--- src/rtl/sdspi_pkg.sv ---
`default_nettype none
package sdspi_pkg;

    typedef enum logic [3:0] {
        PH_IDLE,
        PH_WAKE,
        PH_CMD,
        PH_POLL,
        PH_READ4,
        PH_DESEL,
        PH_TOKEN,
        PH_DATA,
        PH_CRC
    } phase_t;

    typedef enum logic [1:0] {
        ACT_START = 2'd0,
        ACT_READ  = 2'd1,
        ACT_BYTE  = 2'd2,
        ACT_TICK  = 2'd3
    } action_t;

    typedef enum logic [1:0] {
        KIND_XFER   = 2'd0,
        KIND_DATA   = 2'd1,
        KIND_FINISH = 2'd2
    } kind_t;

    localparam logic [3:0] ST_OK       = 4'd0;
    localparam logic [3:0] ST_CMD0     = 4'd1;
    localparam logic [3:0] ST_CMD8     = 4'd2;
    localparam logic [3:0] ST_ACMD41   = 4'd3;
    localparam logic [3:0] ST_CMD58    = 4'd4;
    localparam logic [3:0] ST_CMD16    = 4'd5;
    localparam logic [3:0] ST_NOINIT   = 4'd6;
    localparam logic [3:0] ST_CMD17    = 4'd7;
    localparam logic [3:0] ST_TOKEN_TO = 4'd8;

    localparam logic [1:0] REG_SLOW  = 2'd0;
    localparam logic [1:0] REG_FAST  = 2'd1;
    localparam logic [1:0] REG_INITT = 2'd2;
    localparam logic [1:0] REG_TOKT  = 2'd3;

    localparam logic [5:0] CMD_GO_IDLE = 6'd0;
    localparam logic [5:0] CMD_IF_COND = 6'd8;
    localparam logic [5:0] CMD_BLOCKLEN = 6'd16;
    localparam logic [5:0] CMD_READ    = 6'd17;
    localparam logic [5:0] CMD_OP_COND = 6'd41;
    localparam logic [5:0] CMD_APP     = 6'd55;
    localparam logic [5:0] CMD_READ_OCR = 6'd58;

    typedef struct packed {
        logic        valid;
        logic        two;
        kind_t       kind0;
        logic [7:0]  tx_byte;
        logic        select_low;
        logic [7:0]  data_byte;
        logic        last_data;
        logic [3:0]  status;
        logic [7:0]  card_response;
        logic        capacity_high;
        logic [31:0] card_ocr;
    } result_t;

endpackage
`default_nettype wire

--- src/rtl/sdspi_ctrl.sv ---
`default_nettype none
module sdspi_ctrl #(
    parameter int BLOCK_BYTES = 512,
    parameter int POLL_LIMIT  = 16,
    parameter int WAKE_BYTES  = 10
) (
    input  wire logic              clk,
    input  wire logic              rst_n,
    input  wire logic              step,
    input  wire logic [1:0]        action,
    input  wire logic [31:0]       block_address,
    input  wire logic [7:0]        received_byte,
    input  wire logic [15:0]       init_timeout_ms,
    input  wire logic [15:0]       token_timeout_ms,
    output sdspi_pkg::result_t     res,
    output logic                   card_ready
);
    import sdspi_pkg::*;

    localparam int CW = (BLOCK_BYTES > 64) ? $clog2(BLOCK_BYTES + 1) : 7;
    localparam int PW = $clog2(POLL_LIMIT + 1);

    phase_t      phase_reg, phase_next;
    logic [CW-1:0] cnt_reg, cnt_next;
    logic [PW-1:0] poll_reg, poll_next;
    logic [15:0] ms_reg, ms_next;
    logic [5:0]  idx_reg, idx_next;
    logic [31:0] arg_reg, arg_next;
    logic [7:0]  resp_reg, resp_next;
    logic [31:0] sh_reg, sh_next;
    logic [31:0] ocr_reg, ocr_next;
    logic [3:0]  pend_reg, pend_next;
    logic        v2_reg, v2_next, rdy_reg, rdy_next, ba_reg, ba_next;
    result_t     r;

    always_ff @(posedge clk or negedge rst_n)
    begin
        if (!rst_n)
        begin
            phase_reg <= PH_IDLE;
            cnt_reg   <= '0;
            poll_reg  <= '0;
            ms_reg    <= '0;
            idx_reg   <= '0;
            arg_reg   <= '0;
            resp_reg  <= 8'hff;
            sh_reg    <= '0;
            ocr_reg   <= '0;
            pend_reg  <= '0;
            v2_reg    <= 1'b0;
            rdy_reg   <= 1'b0;
            ba_reg    <= 1'b0;
        end
        else if (step)
        begin
            phase_reg <= phase_next;
            cnt_reg   <= cnt_next;
            poll_reg  <= poll_next;
            ms_reg    <= ms_next;
            idx_reg   <= idx_next;
            arg_reg   <= arg_next;
            resp_reg  <= resp_next;
            sh_reg    <= sh_next;
            ocr_reg   <= ocr_next;
            pend_reg  <= pend_next;
            v2_reg    <= v2_next;
            rdy_reg   <= rdy_next;
            ba_reg    <= ba_next;
        end
    end

    assign card_ready = rdy_next;
    assign res = r;

    always_comb
    begin
        logic [7:0] b;
        logic       xfer;
        logic [7:0] xtx;
        logic       xsel;
        logic       fin;
        logic [3:0] fst;
        logic [7:0] cb;
        logic       go_cmd;
        logic [5:0] c_idx;
        logic [31:0] c_arg;
        logic       go_des;
        logic [3:0] d_pend;
        logic       go_r4;
        logic [5:0] nb;
        logic [31:0] sh2;
        logic [31:0] baddr;
        b = received_byte;
        phase_next = phase_reg;
        cnt_next = cnt_reg;
        poll_next = poll_reg;
        ms_next = ms_reg;
        idx_next = idx_reg;
        arg_next = arg_reg;
        resp_next = resp_reg;
        sh_next = sh_reg;
        ocr_next = ocr_reg;
        pend_next = pend_reg;
        v2_next = v2_reg;
        rdy_next = rdy_reg;
        ba_next = ba_reg;
        xfer = 1'b0;
        xtx = 8'hff;
        xsel = 1'b1;
        fin = 1'b0;
        fst = ST_OK;
        go_cmd = 1'b0;
        c_idx = '0;
        c_arg = '0;
        go_des = 1'b0;
        d_pend = ST_OK;
        go_r4 = 1'b0;
        r = '0;
        nb = 6'(cnt_reg) + 6'd1;
        sh2 = {sh_reg[23:0], b};
        baddr = ba_reg ? block_address
                       : 32'(64'(block_address) * 64'(BLOCK_BYTES));
        unique case (nb[2:0])
            3'd1: cb = {2'b01, idx_reg};
            3'd2: cb = arg_reg[31:24];
            3'd3: cb = arg_reg[23:16];
            3'd4: cb = arg_reg[15:8];
            3'd5: cb = arg_reg[7:0];
            default: cb = (idx_reg == CMD_GO_IDLE) ? 8'h95 :
                          (idx_reg == CMD_IF_COND) ? 8'h87 : 8'h01;
        endcase

        priority if (action == ACT_TICK)
        begin
            if (ms_reg != 16'hffff)
                ms_next = ms_reg + 16'd1;
        end
        else if (action == ACT_START)
        begin
            if (phase_reg == PH_IDLE)
            begin
                rdy_next = 1'b0;
                ba_next = 1'b0;
                v2_next = 1'b0;
                ocr_next = '0;
                pend_next = '0;
                resp_next = 8'hff;
                phase_next = PH_WAKE;
                cnt_next = '0;
                xfer = 1'b1;
                xsel = 1'b0;
            end
        end
        else if (action == ACT_READ)
        begin
            if (phase_reg == PH_IDLE)
            begin
                if (!rdy_reg)
                begin
                    fin = 1'b1;
                    fst = ST_NOINIT;
                end
                else
                begin
                    pend_next = '0;
                    go_cmd = 1'b1;
                    c_idx = CMD_READ;
                    c_arg = baddr;
                end
            end
        end
        else
        begin
            unique case (phase_reg)
                PH_WAKE:
                begin
                    cnt_next = cnt_reg + 1'b1;
                    if (32'(cnt_reg) + 1 < WAKE_BYTES)
                    begin
                        xfer = 1'b1;
                        xsel = 1'b0;
                    end
                    else
                    begin
                        ms_next = '0;
                        go_cmd = 1'b1;
                        c_idx = CMD_GO_IDLE;
                    end
                end
                PH_CMD:
                begin
                    cnt_next = cnt_reg + 1'b1;
                    xfer = 1'b1;
                    if (nb <= 6'd6)
                        xtx = cb;
                    else
                    begin
                        phase_next = PH_POLL;
                        poll_next = '0;
                    end
                end
                PH_POLL:
                begin
                    poll_next = poll_reg + 1'b1;
                    if (!b[7] || 32'(poll_reg) + 1 >= POLL_LIMIT)
                    begin
                        resp_next = b;
                        unique case (idx_reg)
                            CMD_IF_COND:
                            begin
                                if (b == 8'h01)
                                    go_r4 = 1'b1;
                                else if (b[2])
                                begin
                                    v2_next = 1'b0;
                                    go_des = 1'b1;
                                end
                                else
                                begin
                                    go_des = 1'b1;
                                    d_pend = ST_CMD8;
                                end
                            end
                            CMD_APP:
                            begin
                                go_des = 1'b1;
                                d_pend = (b > 8'h01) ? ST_ACMD41 : ST_OK;
                            end
                            CMD_BLOCKLEN:
                            begin
                                go_des = 1'b1;
                                d_pend = (b != 8'h00) ? ST_CMD16 : ST_OK;
                            end
                            CMD_READ_OCR:
                            begin
                                if (b != 8'h00)
                                begin
                                    go_des = 1'b1;
                                    d_pend = ST_CMD58;
                                end
                                else
                                    go_r4 = 1'b1;
                            end
                            CMD_READ:
                            begin
                                if (b != 8'h00)
                                begin
                                    go_des = 1'b1;
                                    d_pend = ST_CMD17;
                                end
                                else
                                begin
                                    phase_next = PH_TOKEN;
                                    ms_next = '0;
                                    xfer = 1'b1;
                                end
                            end
                            default: go_des = 1'b1;
                        endcase
                    end
                    else
                        xfer = 1'b1;
                end
                PH_READ4:
                begin
                    sh_next = sh2;
                    cnt_next = cnt_reg + 1'b1;
                    if (nb < 6'd4)
                        xfer = 1'b1;
                    else
                    begin
                        if (idx_reg == CMD_IF_COND)
                            v2_next = (sh2[11:0] == 12'h1aa);
                        else
                        begin
                            ocr_next = sh2;
                            ba_next = v2_reg && sh2[30];
                        end
                        go_des = 1'b1;
                    end
                end
                PH_DESEL:
                begin
                    if (pend_reg != ST_OK)
                    begin
                        fin = 1'b1;
                        fst = pend_reg;
                    end
                    else
                    begin
                        unique case (idx_reg)
                            CMD_GO_IDLE:
                            begin
                                if (resp_reg == 8'h01)
                                begin
                                    go_cmd = 1'b1;
                                    c_idx = CMD_IF_COND;
                                    c_arg = 32'h000001aa;
                                end
                                else if (ms_reg < init_timeout_ms)
                                begin
                                    go_cmd = 1'b1;
                                    c_idx = CMD_GO_IDLE;
                                end
                                else
                                begin
                                    fin = 1'b1;
                                    fst = ST_CMD0;
                                end
                            end
                            CMD_IF_COND:
                            begin
                                ms_next = '0;
                                go_cmd = 1'b1;
                                c_idx = CMD_APP;
                            end
                            CMD_APP:
                            begin
                                go_cmd = 1'b1;
                                c_idx = CMD_OP_COND;
                                c_arg = v2_reg ? 32'h40000000 : 32'h0;
                            end
                            CMD_OP_COND:
                            begin
                                go_cmd = 1'b1;
                                if (resp_reg == 8'h00)
                                    c_idx = CMD_READ_OCR;
                                else if (ms_reg >= init_timeout_ms)
                                begin
                                    go_cmd = 1'b0;
                                    fin = 1'b1;
                                    fst = ST_ACMD41;
                                end
                                else
                                    c_idx = CMD_APP;
                            end
                            CMD_READ_OCR:
                            begin
                                if (!ba_reg)
                                begin
                                    go_cmd = 1'b1;
                                    c_idx = CMD_BLOCKLEN;
                                    c_arg = 32'(BLOCK_BYTES);
                                end
                                else
                                begin
                                    rdy_next = 1'b1;
                                    fin = 1'b1;
                                end
                            end
                            CMD_BLOCKLEN:
                            begin
                                rdy_next = 1'b1;
                                fin = 1'b1;
                            end
                            default: fin = 1'b1;
                        endcase
                    end
                end
                PH_TOKEN:
                begin
                    if (b == 8'hfe)
                    begin
                        phase_next = PH_DATA;
                        cnt_next = '0;
                        xfer = 1'b1;
                    end
                    else if (ms_reg < token_timeout_ms)
                        xfer = 1'b1;
                    else
                    begin
                        go_des = 1'b1;
                        d_pend = ST_TOKEN_TO;
                    end
                end
                PH_DATA:
                begin
                    r.two = 1'b1;
                    r.data_byte = b;
                    r.last_data = (32'(cnt_reg) + 1 >= BLOCK_BYTES);
                    xfer = 1'b1;
                    if (32'(cnt_reg) + 1 >= BLOCK_BYTES)
                    begin
                        phase_next = PH_CRC;
                        cnt_next = '0;
                    end
                    else
                        cnt_next = cnt_reg + 1'b1;
                end
                PH_CRC:
                begin
                    cnt_next = cnt_reg + 1'b1;
                    if (nb < 6'd2)
                        xfer = 1'b1;
                    else
                        go_des = 1'b1;
                end
                default: ;
            endcase
        end

        if (go_cmd)
        begin
            idx_next = c_idx;
            arg_next = c_arg;
            cnt_next = '0;
            phase_next = PH_CMD;
            xfer = 1'b1;
        end
        if (go_r4)
        begin
            phase_next = PH_READ4;
            cnt_next = '0;
            sh_next = '0;
            xfer = 1'b1;
        end
        if (go_des)
        begin
            pend_next = d_pend;
            phase_next = PH_DESEL;
            xfer = 1'b1;
            xsel = 1'b0;
        end
        if (fin)
            phase_next = PH_IDLE;

        r.valid = xfer || fin;
        r.kind0 = r.two ? KIND_DATA : (fin ? KIND_FINISH : KIND_XFER);
        r.tx_byte = xtx;
        r.select_low = xsel;
        r.status = fst;
        r.card_response = resp_next;
        r.capacity_high = ba_next;
        r.card_ocr = ocr_next;
    end

    always_ff @(posedge clk)
    begin
        if (rst_n && step && phase_reg == PH_CMD)
            assert (cnt_reg <= CW'(6))
                else $error("command byte count overrun");
    end

    property p_rdy_idle;
        @(posedge clk) disable iff (!rst_n)
        (step && phase_reg == PH_DESEL && rdy_next && !rdy_reg) |-> phase_next == PH_IDLE;
    endproperty
    a_rdy_idle: assert property (p_rdy_idle) else $error("ready set outside finish");

    property p_tick_hold;
        @(posedge clk) disable iff (!rst_n)
        (step && action == ACT_TICK) |=> $stable(phase_reg);
    endproperty
    a_tick_hold: assert property (p_tick_hold) else $error("tick moved phase");

    property p_two_data;
        @(posedge clk) disable iff (!rst_n)
        (step && r.two) |-> (phase_reg == PH_DATA && r.valid);
    endproperty
    a_two_data: assert property (p_two_data) else $error("data result outside data phase");

endmodule
`default_nettype wire

--- src/rtl/sdspi_outq.sv ---
`default_nettype none
module sdspi_outq (
    input  wire logic              clk,
    input  wire logic              rst_n,
    input  sdspi_pkg::result_t     res,
    input  wire logic              push,
    input  wire logic [7:0]        divider,
    output logic                   busy,
    output logic                   valid,
    input  wire logic              stall,
    output logic [1:0]             kind,
    output logic [7:0]             tx_byte,
    output logic                   select_low,
    output logic [7:0]             spi_divider,
    output logic [7:0]             data_byte,
    output logic                   last_data,
    output logic [3:0]             status,
    output logic [7:0]             card_response,
    output logic                   capacity_high,
    output logic [31:0]            card_ocr
);
    import sdspi_pkg::*;

    // up to two results per request: data byte then transfer
    result_t    held_reg;
    logic [7:0] div_reg;
    logic [1:0] cnt_reg;
    logic       take;

    assign take = valid && !stall;
    assign valid = cnt_reg != 2'd0;
    assign busy = valid && !(take && cnt_reg == 2'd1);

    always_ff @(posedge clk or negedge rst_n)
    begin
        if (!rst_n)
            cnt_reg <= 2'd0;
        else if (push)
            cnt_reg <= (res.valid ? 2'd1 : 2'd0) + (res.two ? 2'd1 : 2'd0);
        else if (take)
            cnt_reg <= cnt_reg - 2'd1;
    end

    always_ff @(posedge clk)
    begin
        if (push)
        begin
            held_reg <= res;
            div_reg <= divider;
        end
    end

    always_comb
    begin
        kind = KIND_XFER;
        tx_byte = '0;
        select_low = 1'b0;
        spi_divider = '0;
        data_byte = '0;
        last_data = 1'b0;
        status = '0;
        card_response = '0;
        capacity_high = 1'b0;
        card_ocr = '0;
        if (cnt_reg == 2'd2)
        begin
            kind = KIND_DATA;
            data_byte = held_reg.data_byte;
            last_data = held_reg.last_data;
        end
        else if (held_reg.kind0 == KIND_FINISH)
        begin
            kind = KIND_FINISH;
            status = held_reg.status;
            card_response = held_reg.card_response;
            capacity_high = held_reg.capacity_high;
            card_ocr = held_reg.card_ocr;
        end
        else
        begin
            tx_byte = held_reg.tx_byte;
            select_low = held_reg.select_low;
            spi_divider = div_reg;
        end
    end

    property p_no_overwrite;
        @(posedge clk) disable iff (!rst_n)
        push |-> !busy;
    endproperty
    a_no_overwrite: assert property (p_no_overwrite) else $error("result overwritten");

    property p_cnt_range;
        @(posedge clk) disable iff (!rst_n)
        cnt_reg != 2'd3;
    endproperty
    a_cnt_range: assert property (p_cnt_range) else $error("result count overflow");

    property p_drain;
        @(posedge clk) disable iff (!rst_n)
        (take && !push && cnt_reg == 2'd2) |=> cnt_reg == 2'd1;
    endproperty
    a_drain: assert property (p_drain) else $error("pair drain slip");

endmodule
`default_nettype wire

--- src/rtl/sd_spi_init_and_block_read.sv ---
// SD card host in SPI mode, stepped one byte exchange per request. Requests
// are start (init), read block, received byte and millisecond tick. Each
// request's one or two results sit in an output register and the next
// request is taken in the same cycle the last pending result leaves, so with
// no output stall one request per cycle is sustained, except after a data
// byte, which yields a data result and a transfer that must both leave first.
`default_nettype none
module sd_spi_init_and_block_read #(
    parameter int BLOCK_BYTES = 512,
    parameter int POLL_LIMIT  = 16,
    parameter int WAKE_BYTES  = 10
) (
    input  wire logic        clk,
    input  wire logic        rst_n,
    input  wire logic        cfg_we,
    input  wire logic [1:0]  cfg_index,
    input  wire logic [15:0] cfg_data,
    input  wire logic        in_valid,
    output logic             in_stall,
    input  wire logic [1:0]  action,
    input  wire logic [31:0] block_address,
    input  wire logic [7:0]  received_byte,
    output logic             out_valid,
    input  wire logic        out_stall,
    output logic [1:0]       kind,
    output logic [7:0]       tx_byte,
    output logic             select_low,
    output logic [7:0]       spi_divider,
    output logic [7:0]       data_byte,
    output logic             last_data,
    output logic [3:0]       status,
    output logic [7:0]       card_response,
    output logic             capacity_high,
    output logic [31:0]      card_ocr
);
    import sdspi_pkg::*;

    logic [7:0]  slow_reg, fast_reg;
    logic [15:0] initt_reg, tokt_reg;
    logic        step, busy, rdy;
    result_t     res;

    always_ff @(posedge clk or negedge rst_n)
    begin
        if (!rst_n)
        begin
            slow_reg  <= 8'd124;
            fast_reg  <= 8'd1;
            initt_reg <= 16'd1500;
            tokt_reg  <= 16'd500;
        end
        else if (cfg_we)
        begin
            unique case (cfg_index)
                REG_SLOW:  slow_reg  <= cfg_data[7:0];
                REG_FAST:  fast_reg  <= cfg_data[7:0];
                REG_INITT: initt_reg <= cfg_data;
                REG_TOKT:  tokt_reg  <= cfg_data;
            endcase
        end
    end

    assign in_stall = busy;
    assign step = in_valid && !busy;

    sdspi_ctrl #(
        .BLOCK_BYTES(BLOCK_BYTES),
        .POLL_LIMIT(POLL_LIMIT),
        .WAKE_BYTES(WAKE_BYTES)
    ) u_ctrl (
        .clk(clk),
        .rst_n(rst_n),
        .step(step),
        .action(action),
        .block_address(block_address),
        .received_byte(received_byte),
        .init_timeout_ms(initt_reg),
        .token_timeout_ms(tokt_reg),
        .res(res),
        .card_ready(rdy)
    );

    // divider follows card_ready as it stands when the transfer is produced
    sdspi_outq u_outq (
        .clk(clk),
        .rst_n(rst_n),
        .res(res),
        .push(step),
        .divider((rdy && !(res.kind0 == KIND_FINISH)) ? fast_reg : slow_reg),
        .busy(busy),
        .valid(out_valid),
        .stall(out_stall),
        .kind(kind),
        .tx_byte(tx_byte),
        .select_low(select_low),
        .spi_divider(spi_divider),
        .data_byte(data_byte),
        .last_data(last_data),
        .status(status),
        .card_response(card_response),
        .capacity_high(capacity_high),
        .card_ocr(card_ocr)
    );

endmodule
`default_nettype wire

--- config.mk ---
export PLATFORM = sky130hd
export DESIGN_NAME = sd_spi_init_and_block_read
export DESIGN_NICKNAME = d
export VERILOG_FILES = /design/src/rtl/sdspi_pkg.sv /design/src/rtl/sdspi_ctrl.sv /design/src/rtl/sdspi_outq.sv /design/src/rtl/sd_spi_init_and_block_read.sv
export SDC_FILE = /design/constraint.sdc
export NUM_CORES = 1
export LEC_CHECK = 0
export BUFFER_PORTS_ARGS = -buffer_cell sky130_fd_sc_hd__clkbuf_2
export CAP_MARGIN = 20
export CORE_MARGIN = 10
export CORE_UTILIZATION = 40
export CTS_CLUSTER_SIZE = 10
export DETAILED_ROUTE_END_ITERATION = 16
export HOLD_SLACK_MARGIN = 0.03
export MAX_ROUTING_LAYER = met4
export PLACE_DENSITY = 0.7
export RECOVER_POWER = 25
export SLEW_MARGIN = 20
export SYNTH_ARGS = -nofsm -noshare
export SYNTH_HDL_FRONTEND = slang
export SYNTH_SLANG_ARGS = --single-unit
--- constraint.sdc ---
create_clock -name clk -period 3.8 [get_ports clk]
set_input_delay 0.38 -clock clk [delete_from_list [all_inputs] [get_ports clk]]
set_output_delay 0.38 -clock clk [all_outputs]
set_load 0.05 [all_outputs]
==> flow_summary_export.csv, run 1 <==
group,metric,value,unit
outcome,status,"finished, violations left",
outcome,violations,"capacitance limit, slew limit",
die,num_rows,69,
drt,wl_per_cell,20.0,um
synthesis,syn-cell-area,0.0146,sq mm
synthesis,ys_ff_latch,267,
clock_network,cts_root_buf,"clkbuf_16",
clock_network,clock-sinks,267,
hold_path,holdPathEnd,"u_ctrl.arg_reg[6]",
sta,fin_crit,3.49,ns
critical_path,end_kind,"flop",
drt,drt_first_pass_iters,8,
power,p_per_area,666,mW/mm^2
clock_network,cts_buffers,34,
cells_and_area,area_delta_synth_final,16.4,%
synthesis,syn_nets,1562,
synthesis,avgSynthCellArea,10.1,sq um
sta,finalSetupViolCount,0,
hold_path,hold_class,"input pin to flop",
die,ios,140,
critical_path,critPathMostFrequentCell,"buf_4",
die,die_width,211,um
drt,vias,11900,
hold_path,hold_path_depth,3,
drt,drt_iter0_markers,1060,
clock_network,h-tree-depth,2,
die,dieArea,0.0446,sq mm
die,core,0.0358,sq mm
synthesis,synthTopCellsByArea,"dfrtp_1 (29%), edfxtp_1 (15%), mux2_2 (7.6%), nand2_1 (5.4%), dfstp_2 (4.8%)",
hold_path,min_from,"block_address[6]",
run,max-cap-violations,1,
synthesis,syn_inst,1451,
die,fp.dieH,211,um
sta,hold_viol_final,0,
clock_network,worst_skew_pair.late_latency,0.52,ns
sta,relSlewSlack,-28.8,%
global_routing,grt_max_degree,83,
clock_network,clkSlewWorstSetupHoldPaths,0.06,ns
global_routing,grt_pass1_wl,66500,um
critical_path,worstSetupPathType,"flop to flop",
sta,clock_skew,0.0299,ns
synthesis,synth_edf_count,73,
die,start_util,40.8,%
critical_path,crit_arrival,3.89,ns
cells_and_area,post-route-util,47.5,%
sta,max_freq,287,MHz
sta,timing.final.crit_share,91.8,%
sta,drv_slew,73,
sta,worstMarginPinSlew,1.93,ns
critical_path,startpoint,"u_ctrl.phase_reg[2]",
cells_and_area,largest_reg_flops,65,
global_routing,antenna_found_initial,1,
cells_and_area,multi_input_area,0.00702,sq mm
drt,vias_per_cell,5.70,
placement,port_buffers,139,
cells_and_area,ff_latch_area,0.00708,sq mm
synthesis,yosysWarnings,0,
placement,place.gp.congestion,0.966,
synthesis,ys_types,84,
global_routing,grt.total_usage,18.9,%
cells_and_area,drive_gt1_share,23.5,%
critical_path,slowest_delay,0.62,ns
critical_path,worstPathCellList,"or4bb_1, nor4_1, o221ai_2, a31o_1, o31ai_4, buf_4, a2111oi_4, buf_4, a211o_1, a22o_1",
cells_and_area,fin_nets,1710,
placement,place_ws,0.00665,ns
drt,routed_wl,41800,um
sta,postLayoutSetupSlackWorst,0.310,ns
synthesis,ys_seq_area_share,48.4,%
critical_path,start_kind,"flop",
critical_path,r2r.worst_path.cells,10,
critical_path,r2r_end,"u_ctrl.cnt_reg[3]",
power,ir_worst_vdd,0.367,mV
placement,dp.cells,2021,
global_routing,grt_pass1_vias,12000,
global_routing,grt_overflow,0,
synthesis,synthArstFlopShare,72.7,%
synthesis,synth_top_area_share,28.6,%
drt,antenna_left,0,
clock_network,clock_path_buffers,3,
cells_and_area,final_cells,2087,
cells_and_area,fill_cells,3257,
synthesis,synth_top_area_cell,"dfrtp_1",
sta,setup-tns-final,0,ns
clock_network,cts_tree,"built",
critical_path,slowest_stage,"or4bb_1",
critical_path,worstPathRequired,4.20,ns
critical_path,r2r_setup_slack,0.31,ns
critical_path,crit_path_max_fanout,9,
critical_path,r2r_start,"u_ctrl.phase_reg[2]",
sta,rsz0062_at_grt,"false",
synthesis,synth_ff_type,"dfrtp_1",
drt,drc,0,
power,power_leakage,0.00734,uW
placement,dp_hpwl,30100,um
-- routing by layer --
metal | routed length [um] | global-route usage (%) | up-vias | share of wire [%]
met2 | 19800 | 30.2 | 406 | 47
met3 | 3020 | 3.50 | 66 | 7.2
met5 | 0 | - | - | 0
li1 | - | - | 5564 | -
met4 | 853 | 4.90 | 0 | 2.0
met1 | 18100 | 24.4 | 5860 | 43
-- synthesized netlist by cell type (all sizes together) (9+ instances only) --
cell    instances
nand2         210
nor3           22
or3            14
dfstp          27
o21ai          80
mux2i          25
a22o           30
nand3          47
and3           14
ha             46
edfxtp         73
mux2           99
nand3b          9
a22oi          24
buf            12
or4            11
a21oi          53
nand2b         16
dfrtp         167
clkbuf         66
nor4           15
and2           90
nand4          15
a211oi         14
o31ai          36
inv            65
nor2b          11
nor2           55
-- stage by stage --
| step | power, uW | instance area [sq um] | hold WS (ns) |
|---|---|---|---|
| 2_1_floorplan | 7050 | 14600 | 0.0844 |
| 3_3_place_gp | 8240 | 16000 | 0.422 |
| 3_5_place_dp | 8330 | 16000 | 0.437 |
| 4_1_cts | 11400 | 17000 | 0.0964 |
| 5_1_grt | 12000 | 17000 | 0.134 |
| 6_report | 11300 | 17000 | 0.117 |
-- repair_timing --
action / 4_1_cts / 5_1_grt
buffers inserted: 0 / 2
gates resized for setup: 1 / 3
hold endpoints to repair: 50 / 0
setup endpoints to repair: 1 / 14
hold buffers: 1 / 0
pin swaps: 0 / 2
-- how the worst max path moves through the flow --
stage                                endpoint  depth (start not counted)
after CTS                   u_ctrl.cnt_reg[0]                         10
after global placement    u_ctrl.phase_reg[1]                          9
after global routing      u_ctrl.phase_reg[1]                          9
after detailed placement    u_ctrl.cnt_reg[2]                         10
final                       u_ctrl.cnt_reg[3]                         10
after floorplan             u_outq.div_reg[0]                          8
-- where the power goes --
part	leakage [uW]	internal, uW	switching [uW]
Combinational	0.00368	1390	2840
Clock	0.000497	1780	1220
Sequential	0.00316	3650	460
-- critical path, delay by kind of cell (launching register included) --
| kind | cells | cell delay [ns] |
|---|---|---|
| AO/OA/AOI/OAI | 6 | 1.29 |
| flip-flops | 1 | 0.54 |
| buffers and inverters | 2 | 0.47 |
| AND/OR/NAND/NOR | 2 | 1.07 |
-- cell families (layout without fill, tap and decap cells) --
logic type                 Yosys count  count (layout)  synth area share, %
and+or+nand+nor                    552             552                 19.3
AOI/OAI and AO/OA                  317             317                 15.1
DFF                                267             267                 48.4
buffers and inverters              143             317                 3.85
muxes                              124             124                 9.33
adders and majority gates           46              46                 3.93
xor gates and xnor gates             2               2                0.120
other                                0               1                    0
-- layout by cell type, fill, tap and decap left out, drive strengths merged, types with 11 or more instances in the layout --
master    n
a211oi   14
a21oi    53
a22o     30
a22oi    24
and2     90
and3     14
buf      48
clkbuf  198
dfrtp   167
dfstp    27
edfxtp   73
ha       46
inv      68
mux2     99
mux2i    25
nand2   210
nand2b   16
nand3    47
nand4    15
nor2     55
nor2b    11
nor3     22
nor4     15
o21ai    80
o31ai    36
or3      14
or4      11
-- cell type report --
class	count	area share, %
Sequential cell	267	41.6
Multi-Input combinational cell	1041	41.2
Timing Repair Buffer	190	6.31
Clock buffer	57	5.80
Tap cell	461	3.39
Inverter	65	1.45
Clock inverter	5	0.279
Antenna cell	1	0.0147
(Power assumes the default switching activity.)
==> run 2, diff against run 1 <==
--- a/config.mk
+++ b/config.mk
@@ -5,7 +5,7 @@
 export SDC_FILE = /design/constraint.sdc
 export NUM_CORES = 1
 export LEC_CHECK = 0
-export BUFFER_PORTS_ARGS = -buffer_cell sky130_fd_sc_hd__clkbuf_2
+export BUFFER_PORTS_ARGS = -buffer_cell sky130_fd_sc_hd__buf_2
 export CAP_MARGIN = 20
 export CORE_MARGIN = 10
 export CORE_UTILIZATION = 40
==> flow_summary_export.csv, run 2 (synthesized netlist as in run 1, its figures left out) <==
group,metric,value,unit
outcome,status,"finished, violations left",
outcome,violations,"capacitance limit, slew limit",
hold_path,min_from,"cfg_data[11]",
global_routing,antenna_found_initial,5,
run,max-cap-violations,1,
sta,finalSetupViolCount,0,
cells_and_area,ff_latch_area,0.00708,sq mm
drt,wl_per_cell,19.8,um
critical_path,worstSetupPathType,"flop to flop",
die,fp.dieH,211,um
global_routing,grt_max_degree,87,
power,clockPowerShare,26.6,%
critical_path,end_kind,"flop",
critical_path,r2r_start,"u_ctrl.phase_reg[3]",
cells_and_area,area_delta_synth_final,16.9,%
global_routing,grt.total_usage,18.8,%
critical_path,worstPathRequired,4.19,ns
cells_and_area,mostFrequentLayoutCells,"nand2_1 (210), dfrtp_1 (167), buf_2 (136), mux2_2 (99), and2_1 (89)",
placement,dp.cells,2022,
critical_path,slowest_delay,0.65,ns
clock_network,clkSlewWorstSetupHoldPaths,0.06,ns
global_routing,grt_overflow,0,
clock_network,cts_buffers,34,
die,start_util,40.8,%
die,die_width,211,um
die,dieArea,0.0446,sq mm
power,finalPower,11400,uW
power,p_int,6870,uW
cells_and_area,fill_cells,3282,
sta,max_freq,270,MHz
critical_path,worstPathCellList,"or4bb_1, nor4_1, o221ai_2, o31ai_4, buf_4, nor4_4, nor3b_4, buf_12, mux2_2",
hold_path,hold_class,"input pin to flop",
placement,dpl_cell_area,0.0160,sq mm
clock_network,cts_root_buf,"clkbuf_16",
sta,worstMarginPinSlew,2.31,ns
sta,hold_viol_final,0,
hold_path,hold_path_depth,2,
sta,relSlewSlack,-54.2,%
drt,drt_first_pass_iters,6,
clock_network,worst_skew_pair.late_latency,0.53,ns
critical_path,crit_path_max_fanout,15,
drt,routed_wl,41500,um
drt,drc,0,
critical_path,r2r_setup_slack,0.09,ns
global_routing,grt_pass1_wl,65900,um
die,core,0.0358,sq mm
critical_path,crit_family,"simple AND/OR/NAND/NOR gates",
cells_and_area,largest_reg_flops,65,
placement,dp_hpwl,29600,um
clock_network,h-tree-depth,2,
sta,clock_skew,0.0276,ns
cells_and_area,final_cells,2093,
power,power.net_switching,4510,uW
cells_and_area,multi_input_area,0.00701,sq mm
sta,fin_hold_ws,0.107,ns
power,ir_worst_vdd,0.360,mV
drt,vias,11900,
critical_path,worst-path-buf-inv,2,
placement,place.gp.congestion,0.949,
clock_network,clock-sinks,267,
power,power_frac_seq,36.2,%
placement,port_buffers,139,
drt,antenna_left,0,
clock_network,cts_tree,"built",
sta,setup-tns-final,0,ns
sta,fin_crit,3.71,ns
power,swShare,39.6,%
drt,drt_iter0_markers,1098,
hold_path,holdPathEnd,"initt_reg[11]",
cells_and_area,fin_nets,1713,
die,num_rows,69,
cells_and_area,drive_gt1_share,23.5,%
critical_path,slowest_stage,"or4bb_1",
critical_path,crit_arrival,4.10,ns
cells_and_area,layout_commonest_cell,"nand2_1",
critical_path,r2r.worst_path.cells,9,
clock_network,clock_path_buffers,3,
drt,vias_per_cell,5.68,
cells_and_area,stdcell_area,0.0171,sq mm
die,ios,140,
power,p_per_area,665,mW/mm^2
critical_path,r2r_end,"u_ctrl.cnt_reg[0]",
sta,timing.final.crit_share,97.5,%
sta,drv_slew,87,
critical_path,start_kind,"flop",
power,p_comb_share,37.2,%
critical_path,cp_num_cells,9,
global_routing,grt_pass1_vias,11600,
power,power_leakage,0.00740,uW
run 2: cell count changes in the layout (fill, tap and decap cells not counted), sizes merged:
cell,previous run,this run
buf,48,187
bufinv,0,1
clkinvlp,1,0
clkinv,1,5
diode,1,5
clkbuf,198,60
inv,68,65
run 2: how the worst max path moves through the flow:
stage                   startpoint             endpoint
6_report       u_ctrl.phase_reg[3]    u_ctrl.cnt_reg[0]
5_1_grt          u_ctrl.ms_reg[13]    u_ctrl.cnt_reg[0]
4_1_cts          u_ctrl.ms_reg[13]  u_ctrl.phase_reg[0]
3_5_place_dp     u_ctrl.ms_reg[13]  u_ctrl.phase_reg[0]
3_3_place_gp     u_ctrl.ms_reg[13]  u_ctrl.phase_reg[1]
2_1_floorplan    u_outq.cnt_reg[0]    u_outq.div_reg[0]
run 2: repair_timing:
| action | 4_1_cts | 5_1_grt |
|---|---|---|
| endpoints found under the hold margin | 68 | 0 |
| hold buffers | 1 | 0 |
| pin swaps | 0 | 2 |
| buffers inserted | 0 | 4 |
| resized for setup | 1 | 2 |
| endpoints found under the setup margin | 10 | 22 |
run 2: layout make-up:
class	instances	share of cell area (%)
inverter	65	1.44
multi-input combinational	1041	41.0
sequential	267	41.4
clock buffer	55	5.62
timing repair buffer	193	6.63
antenna	5	0.0731
tap	461	3.37
clock inverter	6	0.475
run 2: power by group through the flow:
| stage | sequential (uW) | clock [uW] | combinational, uW |
|---|---|---|---|
| after floorplan | 3960 | 0 | 3090 |
| after global placement | 4140 | 0 | 4130 |
| after detailed placement | 4160 | 0 | 4180 |
| after CTS | 4110 | 3090 | 4200 |
| after global routing | 4200 | 3230 | 4610 |
| final | 4120 | 3030 | 4230 |
run 2: per-stage QoR:
stage	util, %	worst slack [ns]
after floorplan	-	0.146
after global placement	44.7	-0.0525
after detailed placement	44.7	-0.116
after CTS	47.7	0.0631
after global routing	47.7	-0.00907
final	47.7	0.0949
run 2: metal layers:
layer / up-vias / wire [um] / GRT usage (%)
met1: 5856 / 18400 / 25.1
met5: - / 0 / -
li1: 5583 / - / -
met4: 0 / 773 / 4.62
met3: 51 / 2810 / 3.15
met2: 404 / 19500 / 29.1
